<file path="src/rtl/core/wbps_pkg.sv">
package wbps_pkg;

	localparam int PAT_BYTES  = 16;
	localparam int LEN_W      = 5;
	localparam int ADDR_W     = 32;
	localparam int CFG_DATA_W = 64;
	localparam int CFG_IDX_W  = 3;

	localparam logic [CFG_IDX_W-1:0] REG_PAT_LOW  = 3'd0;
	localparam logic [CFG_IDX_W-1:0] REG_PAT_HIGH = 3'd1;
	localparam logic [CFG_IDX_W-1:0] REG_WILDCARD = 3'd2;
	localparam logic [CFG_IDX_W-1:0] REG_PAT_LEN  = 3'd3;
	localparam logic [CFG_IDX_W-1:0] REG_BASE     = 3'd4;
	localparam logic [CFG_IDX_W-1:0] REG_OFFSET   = 3'd5;

	typedef struct packed {
		logic [7:0] data_byte;
		logic       last_byte;
	} in_item_t;

	typedef struct packed {
		logic              found;
		logic [ADDR_W-1:0] match_address;
	} out_item_t;

	typedef struct packed {
		logic [63:0]          pattern_bytes_low;
		logic [63:0]          pattern_bytes_high;
		logic [PAT_BYTES-1:0] wildcard_mask;
		logic [LEN_W-1:0]     pat_len;
		logic [ADDR_W-1:0]    image_base;
		logic [ADDR_W-1:0]    result_offset;
	} cfg_t;

	typedef struct packed {
		logic              emit;
		logic              found;
		logic [ADDR_W-1:0] addr;
	} res_t;

endpackage

</file>
<file path="src/rtl/core/wbps_cfg.sv">
module wbps_cfg (
	input  logic                           clk,
	input  logic                           arst_n,
	input  logic                           cfg_we,
	input  logic [wbps_pkg::CFG_IDX_W-1:0] cfg_index,
	input  logic [wbps_pkg::CFG_DATA_W-1:0] cfg_wdata,
	output wbps_pkg::cfg_t                 cfg
);
	import wbps_pkg::*;

	cfg_t cfg_q;

	always_ff @(posedge clk or negedge arst_n) begin
		if (!arst_n) begin
			cfg_q <= '0;
		end else if (cfg_we) begin
			unique case (cfg_index)
				REG_PAT_LOW:  cfg_q.pattern_bytes_low  <= cfg_wdata;
				REG_PAT_HIGH: cfg_q.pattern_bytes_high <= cfg_wdata;
				REG_WILDCARD: cfg_q.wildcard_mask      <= cfg_wdata[PAT_BYTES-1:0];
				REG_PAT_LEN:  cfg_q.pat_len            <= cfg_wdata[LEN_W-1:0];
				REG_BASE:     cfg_q.image_base         <= cfg_wdata[ADDR_W-1:0];
				REG_OFFSET:   cfg_q.result_offset      <= cfg_wdata[ADDR_W-1:0];
				default: begin
				end
			endcase
		end
	end

	assign cfg = cfg_q;

endmodule

</file>
<file path="src/rtl/core/wbps_match.sv">
module wbps_match #(
	parameter int MAX_PATTERN = 16
) (
	input  logic               clk,
	input  logic               arst_n,
	input  wbps_pkg::cfg_t     cfg,
	input  logic               step,
	input  wbps_pkg::in_item_t item,
	output wbps_pkg::res_t     res
);
	import wbps_pkg::*;

	localparam int WIN_IDX_W = (MAX_PATTERN > 1) ? $clog2(MAX_PATTERN) : 1;
	localparam logic [LEN_W-1:0] MAX_LEN = LEN_W'(MAX_PATTERN);

	logic [7:0]           window_q  [MAX_PATTERN];
	logic [7:0]           window_nx [MAX_PATTERN];
	logic [ADDR_W-1:0]    index_q;
	logic [ADDR_W-1:0]    index_nx;
	logic                 reported_q;
	logic [PAT_BYTES-1:0] byte_ok;
	logic                 len_ok;
	logic                 hit;
	logic [ADDR_W-1:0]    start;
	logic [2*64-1:0]      pattern;

	assign pattern = {cfg.pattern_bytes_high, cfg.pattern_bytes_low};

	always_comb begin
		window_nx[0] = item.data_byte;
		for (int k = 1; k < MAX_PATTERN; k++) begin
			window_nx[k] = window_q[k-1];
		end
	end

	assign index_nx = index_q + ADDR_W'(1);
	assign len_ok = (cfg.pat_len != '0) && (cfg.pat_len <= MAX_LEN)
		&& (index_nx >= ADDR_W'(cfg.pat_len));

	// Pattern byte j lines up with the window entry len-1-j (entry 0 is newest).
	always_comb begin
		logic [LEN_W-1:0] k_idx;
		k_idx = '0;
		for (int j = 0; j < PAT_BYTES; j++) begin
			k_idx = cfg.pat_len - LEN_W'(j) - LEN_W'(1);
			byte_ok[j] = (LEN_W'(j) >= cfg.pat_len) || cfg.wildcard_mask[j]
				|| (window_nx[k_idx[WIN_IDX_W-1:0]] == pattern[8*j +: 8]);
		end
	end

	assign hit   = len_ok && (&byte_ok);
	assign start = index_nx - ADDR_W'(cfg.pat_len);

	always_comb begin
		res.emit  = step && !reported_q && (hit || item.last_byte);
		res.found = hit;
		res.addr  = hit ? (cfg.image_base + start + cfg.result_offset) : '0;
	end

	always_ff @(posedge clk or negedge arst_n) begin
		if (!arst_n) begin
			for (int k = 0; k < MAX_PATTERN; k++) begin
				window_q[k] <= '0;
			end
			index_q    <= '0;
			reported_q <= 1'b0;
		end else if (step) begin
			if (item.last_byte) begin
				for (int k = 0; k < MAX_PATTERN; k++) begin
					window_q[k] <= '0;
				end
				index_q    <= '0;
				reported_q <= 1'b0;
			end else if (!reported_q) begin
				window_q <= window_nx;
				index_q  <= index_nx;
				if (hit) begin
					reported_q <= 1'b1;
				end
			end
		end
	end

	a_no_result_after_match: assert property (@(posedge clk) disable iff (!arst_n)
		step && reported_q |-> !res.emit)
		else $error("result emitted after the image already matched");

	a_rearm_on_last: assert property (@(posedge clk) disable iff (!arst_n)
		step && item.last_byte |=> !reported_q && (index_q == '0))
		else $error("scanner did not re-arm after the last byte");

	a_match_sets_flag: assert property (@(posedge clk) disable iff (!arst_n)
		$rose(reported_q) |-> $past(res.emit && res.found))
		else $error("match flag set without a reported match");

endmodule

</file>
<file path="src/rtl/core/wildcard_byte_pattern_scanner_core.sv">
// Wildcard byte pattern scanner.
// Configure the pattern, wildcard mask, length, image base and result offset
// through the write port while the block is idle; a write takes effect at once.
// Stream the image bytes on the input channel, one byte per item, with
// last_byte set on the final byte. At the first full match the block emits one
// item with found set and the match address; the rest of that image produces
// nothing. An image that ends without a match emits one item with found clear
// and address zero. The block re-arms after every final byte.
// The result item is registered after its input item passes the input register
// and the processing stage. Throughput is one byte per cycle while the receiver
// does not stall, set by the single processing stage that shifts the window and
// compares all pattern bytes. When the receiver stalls with a result held, the
// processing stage waits and the input register holds one more item before
// in_ready drops. Reset clears the configuration to zero, empties both pipeline
// registers, and clears the byte window, byte count and match flag.
module wildcard_byte_pattern_scanner_core #(
	parameter int MAX_PATTERN = 16
) (
	input  logic                            clk,
	input  logic                            arst_n,
	input  logic                            in_valid,
	output logic                            in_ready,
	input  wbps_pkg::in_item_t              in_item,
	output logic                            out_valid,
	input  logic                            out_ready,
	output wbps_pkg::out_item_t             out_item,
	input  logic                            cfg_we,
	input  logic [wbps_pkg::CFG_IDX_W-1:0]  cfg_index,
	input  logic [wbps_pkg::CFG_DATA_W-1:0] cfg_wdata
);
	import wbps_pkg::*;

	cfg_t      cfg;
	res_t      res;
	logic      valid_s1;
	in_item_t  item_s1;
	logic      s1_fire;
	logic      out_valid_q;
	out_item_t out_item_q;

	wbps_cfg u_cfg (
		.clk       (clk),
		.arst_n    (arst_n),
		.cfg_we    (cfg_we),
		.cfg_index (cfg_index),
		.cfg_wdata (cfg_wdata),
		.cfg       (cfg)
	);

	wbps_match #(
		.MAX_PATTERN (MAX_PATTERN)
	) u_match (
		.clk    (clk),
		.arst_n (arst_n),
		.cfg    (cfg),
		.step   (s1_fire),
		.item   (item_s1),
		.res    (res)
	);

	assign s1_fire  = valid_s1 && (!out_valid_q || out_ready);
	assign in_ready = !valid_s1 || s1_fire;

	always_ff @(posedge clk or negedge arst_n) begin
		if (!arst_n) begin
			valid_s1 <= 1'b0;
		end else if (in_ready) begin
			valid_s1 <= in_valid;
		end
	end

	always_ff @(posedge clk) begin
		if (in_valid && in_ready) begin
			item_s1 <= in_item;
		end
	end

	always_ff @(posedge clk or negedge arst_n) begin
		if (!arst_n) begin
			out_valid_q <= 1'b0;
		end else if (s1_fire && res.emit) begin
			out_valid_q <= 1'b1;
		end else if (out_ready) begin
			out_valid_q <= 1'b0;
		end
	end

	always_ff @(posedge clk) begin
		if (s1_fire && res.emit) begin
			out_item_q.found         <= res.found;
			out_item_q.match_address <= res.addr;
		end
	end

	assign out_valid = out_valid_q;
	assign out_item  = out_item_q;

	a_s1_holds: assert property (@(posedge clk) disable iff (!arst_n)
		valid_s1 && !s1_fire |=> valid_s1 && $stable(item_s1))
		else $error("stalled item lost from the input register");

	a_ready_when_empty: assert property (@(posedge clk) disable iff (!arst_n)
		!valid_s1 |-> in_ready)
		else $error("input not ready while the input register is empty");

	a_miss_addr_zero: assert property (@(posedge clk) disable iff (!arst_n)
		out_valid_q && !out_item_q.found |-> out_item_q.match_address == '0)
		else $error("no-match result carries a nonzero address");

endmodule

</file>
<file path="config.mk">
export PLATFORM = sky130hd
export DESIGN_NAME = wildcard_byte_pattern_scanner_core
export DESIGN_NICKNAME = d
export VERILOG_FILES = /design/src/rtl/core/wbps_pkg.sv /design/src/rtl/core/wbps_cfg.sv /design/src/rtl/core/wbps_match.sv /design/src/rtl/core/wildcard_byte_pattern_scanner_core.sv
export SDC_FILE = /design/constraint.sdc
export NUM_CORES = 1
export LEC_CHECK = 0
export BUFFER_PORTS_ARGS = -buffer_cell sky130_fd_sc_hd__buf_4
export CAP_MARGIN = 10
export CORE_MARGIN = 2
export CORE_UTILIZATION = 51
export CTS_BUF_LIST = sky130_fd_sc_hd__clkbuf_16
export DETAILED_ROUTE_END_ITERATION = 16
export GPL_TIMING_DRIVEN = 0
export PLACE_DENSITY_LB_ADDON = 0.12
export REMOVE_ABC_BUFFERS = 1
export SLEW_MARGIN = 10
export SYNTH_ARGS = -nofsm -noshare
export SYNTH_HDL_FRONTEND = slang
export SYNTH_HIERARCHICAL = 1
export SYNTH_SLANG_ARGS = --single-unit
</file>
<file path="constraint.sdc">
create_clock -name clk -period 9.1 [get_ports clk]
set_input_delay 0.455 -clock clk [delete_from_list [all_inputs] [get_ports clk]]
set_output_delay 0.455 -clock clk [all_outputs]
set_load 0.1 [all_outputs]
</file>
Word-level counts from Yosys, hierarchy flattened --
Cells that the tools add are included.
Operators by class: add/subtract/negate cells 34, $lt $le $gt $ge 34, equality and inequality tests 22, mux-type cells 57, bitwise gates (word level) 16, reductions and logical operators 57
Operator list (number):
- 8-bit binary-select mux with 4-bit select | 16
- 128-bit two-way mux | 2
- 8-bit two-way mux | 32
- 8-bit == test | 16
- 5-bit greater-or-equal comparator, second input constant | 16
- 4-bit NOT with 5-bit output | 16
- 32-bit adder | 2
- 32-bit two-way mux | 2
- 4-bit by 1-bit subtractor with 4-bit output, second input constant | 16
- 4-bit by 5-bit greater-or-equal comparator with 1-bit output, first input constant | 8
- 1-bit logical OR | 35
- 32-bit by 1-bit adder with 32-bit output, second input constant | 1
- 32-bit by 5-bit greater-or-equal comparator with 1-bit output | 1
- 32-bit by 5-bit subtractor with 32-bit output | 1
- 4-bit subtractor, second input constant | 8
- 3-bit by 5-bit greater-or-equal comparator with 1-bit output, first input constant | 4
- 16-bit AND reduction | 1
- 4-bit by 3-bit subtractor with 4-bit output, second input constant | 4
- 2-bit AND reduction | 7
- 1-bit by 5-bit greater-or-equal comparator with 1-bit output, first input constant | 2
- 2-bit by 5-bit greater-or-equal comparator with 1-bit output, first input constant | 2
- 1-bit logical AND | 8
- 4-bit by 2-bit subtractor with 4-bit output, second input constant | 2
- 3-bit by 2-bit == test with 1-bit output, second input constant | 2
- 9 further kinds | 16
Storage, ports and cells: bits in registers 410, bits of input ports 81, output and inout bits 35

Logic depth before layout (Yosys ltp) --
depth in word-level cells 14, gate-level depth with buffers 22, mapped depth without buffers 18

Cells and area by module --
Netlist, hierarchy kept.
Modules (own cells, without submodules):
- wbps_match | instances 1, cells an instance 1699, area an instance 19059.5 sq um, seq. area each 3828.7 sq um
- wbps_cfg | instances 1, cells an instance 455, area an instance 8293.0 sq um, seq. area each 5330.1 sq um
- wildcard_byte_pattern_scanner_core | instances 1, cells an instance 52, area an instance 1370.1 sq um, seq. area each 1311.3 sq um

Worst setup path before layout --
No wires, ideal clock.
kind reg2reg, from register u_cfg.cfg_q (netlist bit u_cfg/cfg[65]), to register out_item_q (netlist bit out_item[0]) (enable), data arrival time 6408 ps, slack 2265 ps, stages on the path, launching flop included 22, buffers on the path 8, cell sequence dfrtp_1 -> buf_6 -> buf_6 -> buf_2 -> buf_2 -> inv_1 -> ha_1 -> clkbuf_1 -> clkbuf_1 -> buf_1 -> mux4_2 -> mux4_2 -> xnor2_1 -> nand2_1 -> nor4_1 -> o2111ai_1 -> nor4_2 -> nand2_2 -> buf_6 -> a21oi_1 -> nand2_1 -> nor2b_1
RTL lines:
- start: declaration | line wbps_cfg.sv:11 | cfg_t cfg_q;
- end: declaration | line wildcard_byte_pattern_scanner_core.sv:39 | out_item_t out_item_q;

==> impl_metrics.tcl <==
set metrics [dict create \
    drt_iter0_drc 1465 \
    met1_usage_pct 36.3 \
    antenna_found_initial 1 \
    grt_pass1_vias 19488 \
    vias 19371 \
    max_freq_ghz 0.123 \
    critPathArrivalTime_ns 8.43 \
    slew_headroom_pct 23.1 \
    fin_crit_ns 8.16 \
    hold_end "item_s1[3]" \
    htreeDepth 2 \
    p_sw_share_pct 38.4 \
    p_clk_share_pct 24.0 \
    crit_path_start_kind "flop" \
    syn_area_per_cell_um2 13.0 \
    yosysWarnings 6 \
    cts_tree "done" \
    skew_ns 0.0280 \
    grt_util_met2_pct 44.5 \
    pwr-share-seq_pct 30.0 \
    die_w_um 241 \
    r2r_end "out_item[15]" \
    cp_cell_sequence "clkinv_2, ha_1, a21boi_1, xnor2_4, xor2_4, mux4_2, xor2_1, nor4_1, a221oi_1, nor4_2, nand2_2, a21oi_1, nand2_1, nor2b_4, buf_12" \
    antenna_left 0 \
    tightestPinTransition_ns 1.15 \
    cp-end-kind "flop" \
    clk_pin_slew_ns 0.06 \
    antenna_cells 0 \
    reg2reg_setup_slack_ns 0.94 \
    yosys.area.top_type "dfrtp_1" \
    area_delta_synth_final_pct 12.3 \
    yosys.area.top_type_share_pct 32.1 \
    p_switching_w 0.00303 \
    grt-busiest-layer "met2" \
    p_leak_nw 14.0 \
    synth_area_leaders "dfrtp_1, mux4_2, mux2i_1" \
    p_total_w 0.00788 \
    ys_types 71 \
    drv_cap 0 \
    gr-usage-met3_pct 5.73 \
    gp_congestion 0.900 \
    grt_overflow 0 \
    rsz0062_at_grt "no" \
    reg2regPathDepth 15 \
    cp_data_required_time_ns 9.37 \
    nNetsFinal 2472 \
    p_comb_share_pct 46.1 \
    cts_sinks 410 \
    drive_gt1_share_pct 29.2 \
    num_rows 86 \
    synth_edf_count 42 \
    die_area_um2 58200 \
    core_area_um2 55400 \
    hold_class "in -> reg" \
    path_class "reg -> reg" \
    ys.flop_type "dfrtp_1" \
    min_from "in_item[3]" \
    hpwlAfterDp_um 57900 \
    grt_usage_pct 27.6 \
    wl_per_cell_um 25.5 \
    ys_ff_latch 410 \
    start_util_pct 51.8 \
    cellPowerDensity_nw_per_um2 244 \
    path_max_fanout 44 \
    synth-async-reset-ratio_pct 89.8 \
    p_int_w 0.00486 \
    clockBufferDepth 3 \
    setup_viol 0 \
    hold_viol_final 0 \
    ys_seq_area_share_pct 36.5 \
    final_cell_mix "dfrtp_1, mux4_2, inv_1, mux2i_1, a22o_1" \
    post-route-drc-count 0 \
    hold_depth 1 \
    finalCritPeriodShare_pct 89.6 \
    synthCells 2206 \
    grt_pass1_wl_um 120000 \
    first_pass_iters 6 \
    grt_max_degree 112 \
    cts_root_buffer "clkbuf_16" \
    viasPerCell 6.32 \
    synthesis.area_um2 28700 \
    wirelength_um 78300 \
    cpMaxStageDelayCell "dfrtp_4" \
    insertion_delay_ns 0.60 \
    cts_buffers 48 \
    io_buffer_count 115 \
    worstReg2RegStart "u_cfg/cfg[66]" \
    fp.dieH_um 241 \
    postCtsSetupRepairBufs 0 \
    status "completed" \
    slew_violations 0 \
    max_stage_delay_ns 0.95 \
    io_pins 116 \
    whs_ns 0.0345 \
    layout_commonest_cell "dfrtp_1" \
    vdd_ir_drop_max_uv 166 \
]
metal layers:
metal	part of all wire (%)	wire length, um
met4	4.9	3840
met2	48	37300
met1	41	31800
met3	6.9	5390
met5	0	0
kinds of logic (layout without fill, tap and decap cells):
group,Yosys count,in the layout,synth area share (%)
buffers and inverters,281,394,4.68
muxes,613,613,33.9
DFF,410,410,36.5
AOI/OAI and AO/OA,303,303,7.73
adders and majority gates,112,112,5.82
and+or+nand+nor,282,282,5.06
xor gates and xnor gates,205,205,6.33
through the flow:
step / setup slack, ns / instance area [um2] / instances / TNS [ns] / utilization [%]
2_1_floorplan: -5.55 / 27900 / 2069 / -309.16 / -
3_3_place_gp: -11.96 / 29700 / 2932 / -756.10 / 53.6
3_5_place_dp: 0.929 / 30700 / 2975 / 0 / 55.4
4_1_cts: 0.900 / 32200 / 3067 / 0 / 58.2
5_1_grt: 0.464 / 32200 / 3067 / 0 / 58.2
6_report: 0.944 / 32200 / 3067 / 0 / 58.2
worst max path at each step:
stage                               to  depth (start not counted)          start
after floorplan            out_item[0]                         13  u_cfg/cfg[64]
after global placement    out_item[31]                         14  u_cfg/cfg[64]
after detailed placement  out_item[31]                         15  u_cfg/cfg[66]
after CTS                 out_item[15]                         15  u_cfg/cfg[66]
after global routing      out_item[15]                         15  u_cfg/cfg[66]
final                     out_item[15]                         15  u_cfg/cfg[66]
flip-flops by register name, summed over array words and instances, names as in the netlist:
name and flops:
u_match/window_nx 120, valid_s1 1, u_cfg/cfg 213, u_match/reported_q 1, item_s1 9, out_valid 1
u_match/index_q 32, out_item 33
critical path, delay by kind of cell (launching register included):
family / cells / cell delay (ns)
adders and majority gates: 1 / 0.54
buffers and inverters: 2 / 1.05
muxes: 1 / 0.65
AOI/OAI and AO/OA: 3 / 0.72
DFF: 1 / 0.95
and+or+nand+nor: 5 / 2.14
xor gates and xnor gates: 3 / 1.64
Yosys cell counts (all sizes together) (15+ instances only):
cell type	instances
mux2	224
inv	143
mux2i	144
mux4	245
dfrtp	368
ha	76
clkbuf	61
buf	76
o21ai	57
nor4	20
a21o	26
xnor2	109
and3	15
a21oi	42
nand3	29
nand4	26
nand2	69
fa	36
a22o	122
xor2	96
nor2	71
edfxtp	42
layout make-up:
class	count	area, um2
Fill cell	4493	23200
Multi-Input combinational cell	1515	17100
Sequential cell	410	10500
Timing Repair Buffer	160	1690
Clock buffer	54	1350
Tap cell	748	936
Inverter	144	542
Clock inverter	36	193
power groups by stage:
stage / combinational, W / clock [W] / sequential, W
after floorplan: 0.00263 / 0 / 0.00241
after global placement: 0.00346 / 0 / 0.00247
after detailed placement: 0.00361 / 0 / 0.00239
after CTS: 0.00363 / 0.00194 / 0.00236
after global routing: 0.00395 / 0.00201 / 0.00240
final: 0.00363 / 0.00189 / 0.00236
repair_timing:
item | CTS | global route
endpoints found under the hold margin | 69 | 0
hold buffers | 2 | 0
resized for setup | 0 | 0
Note: power is estimated with default switching activity, not from simulation.
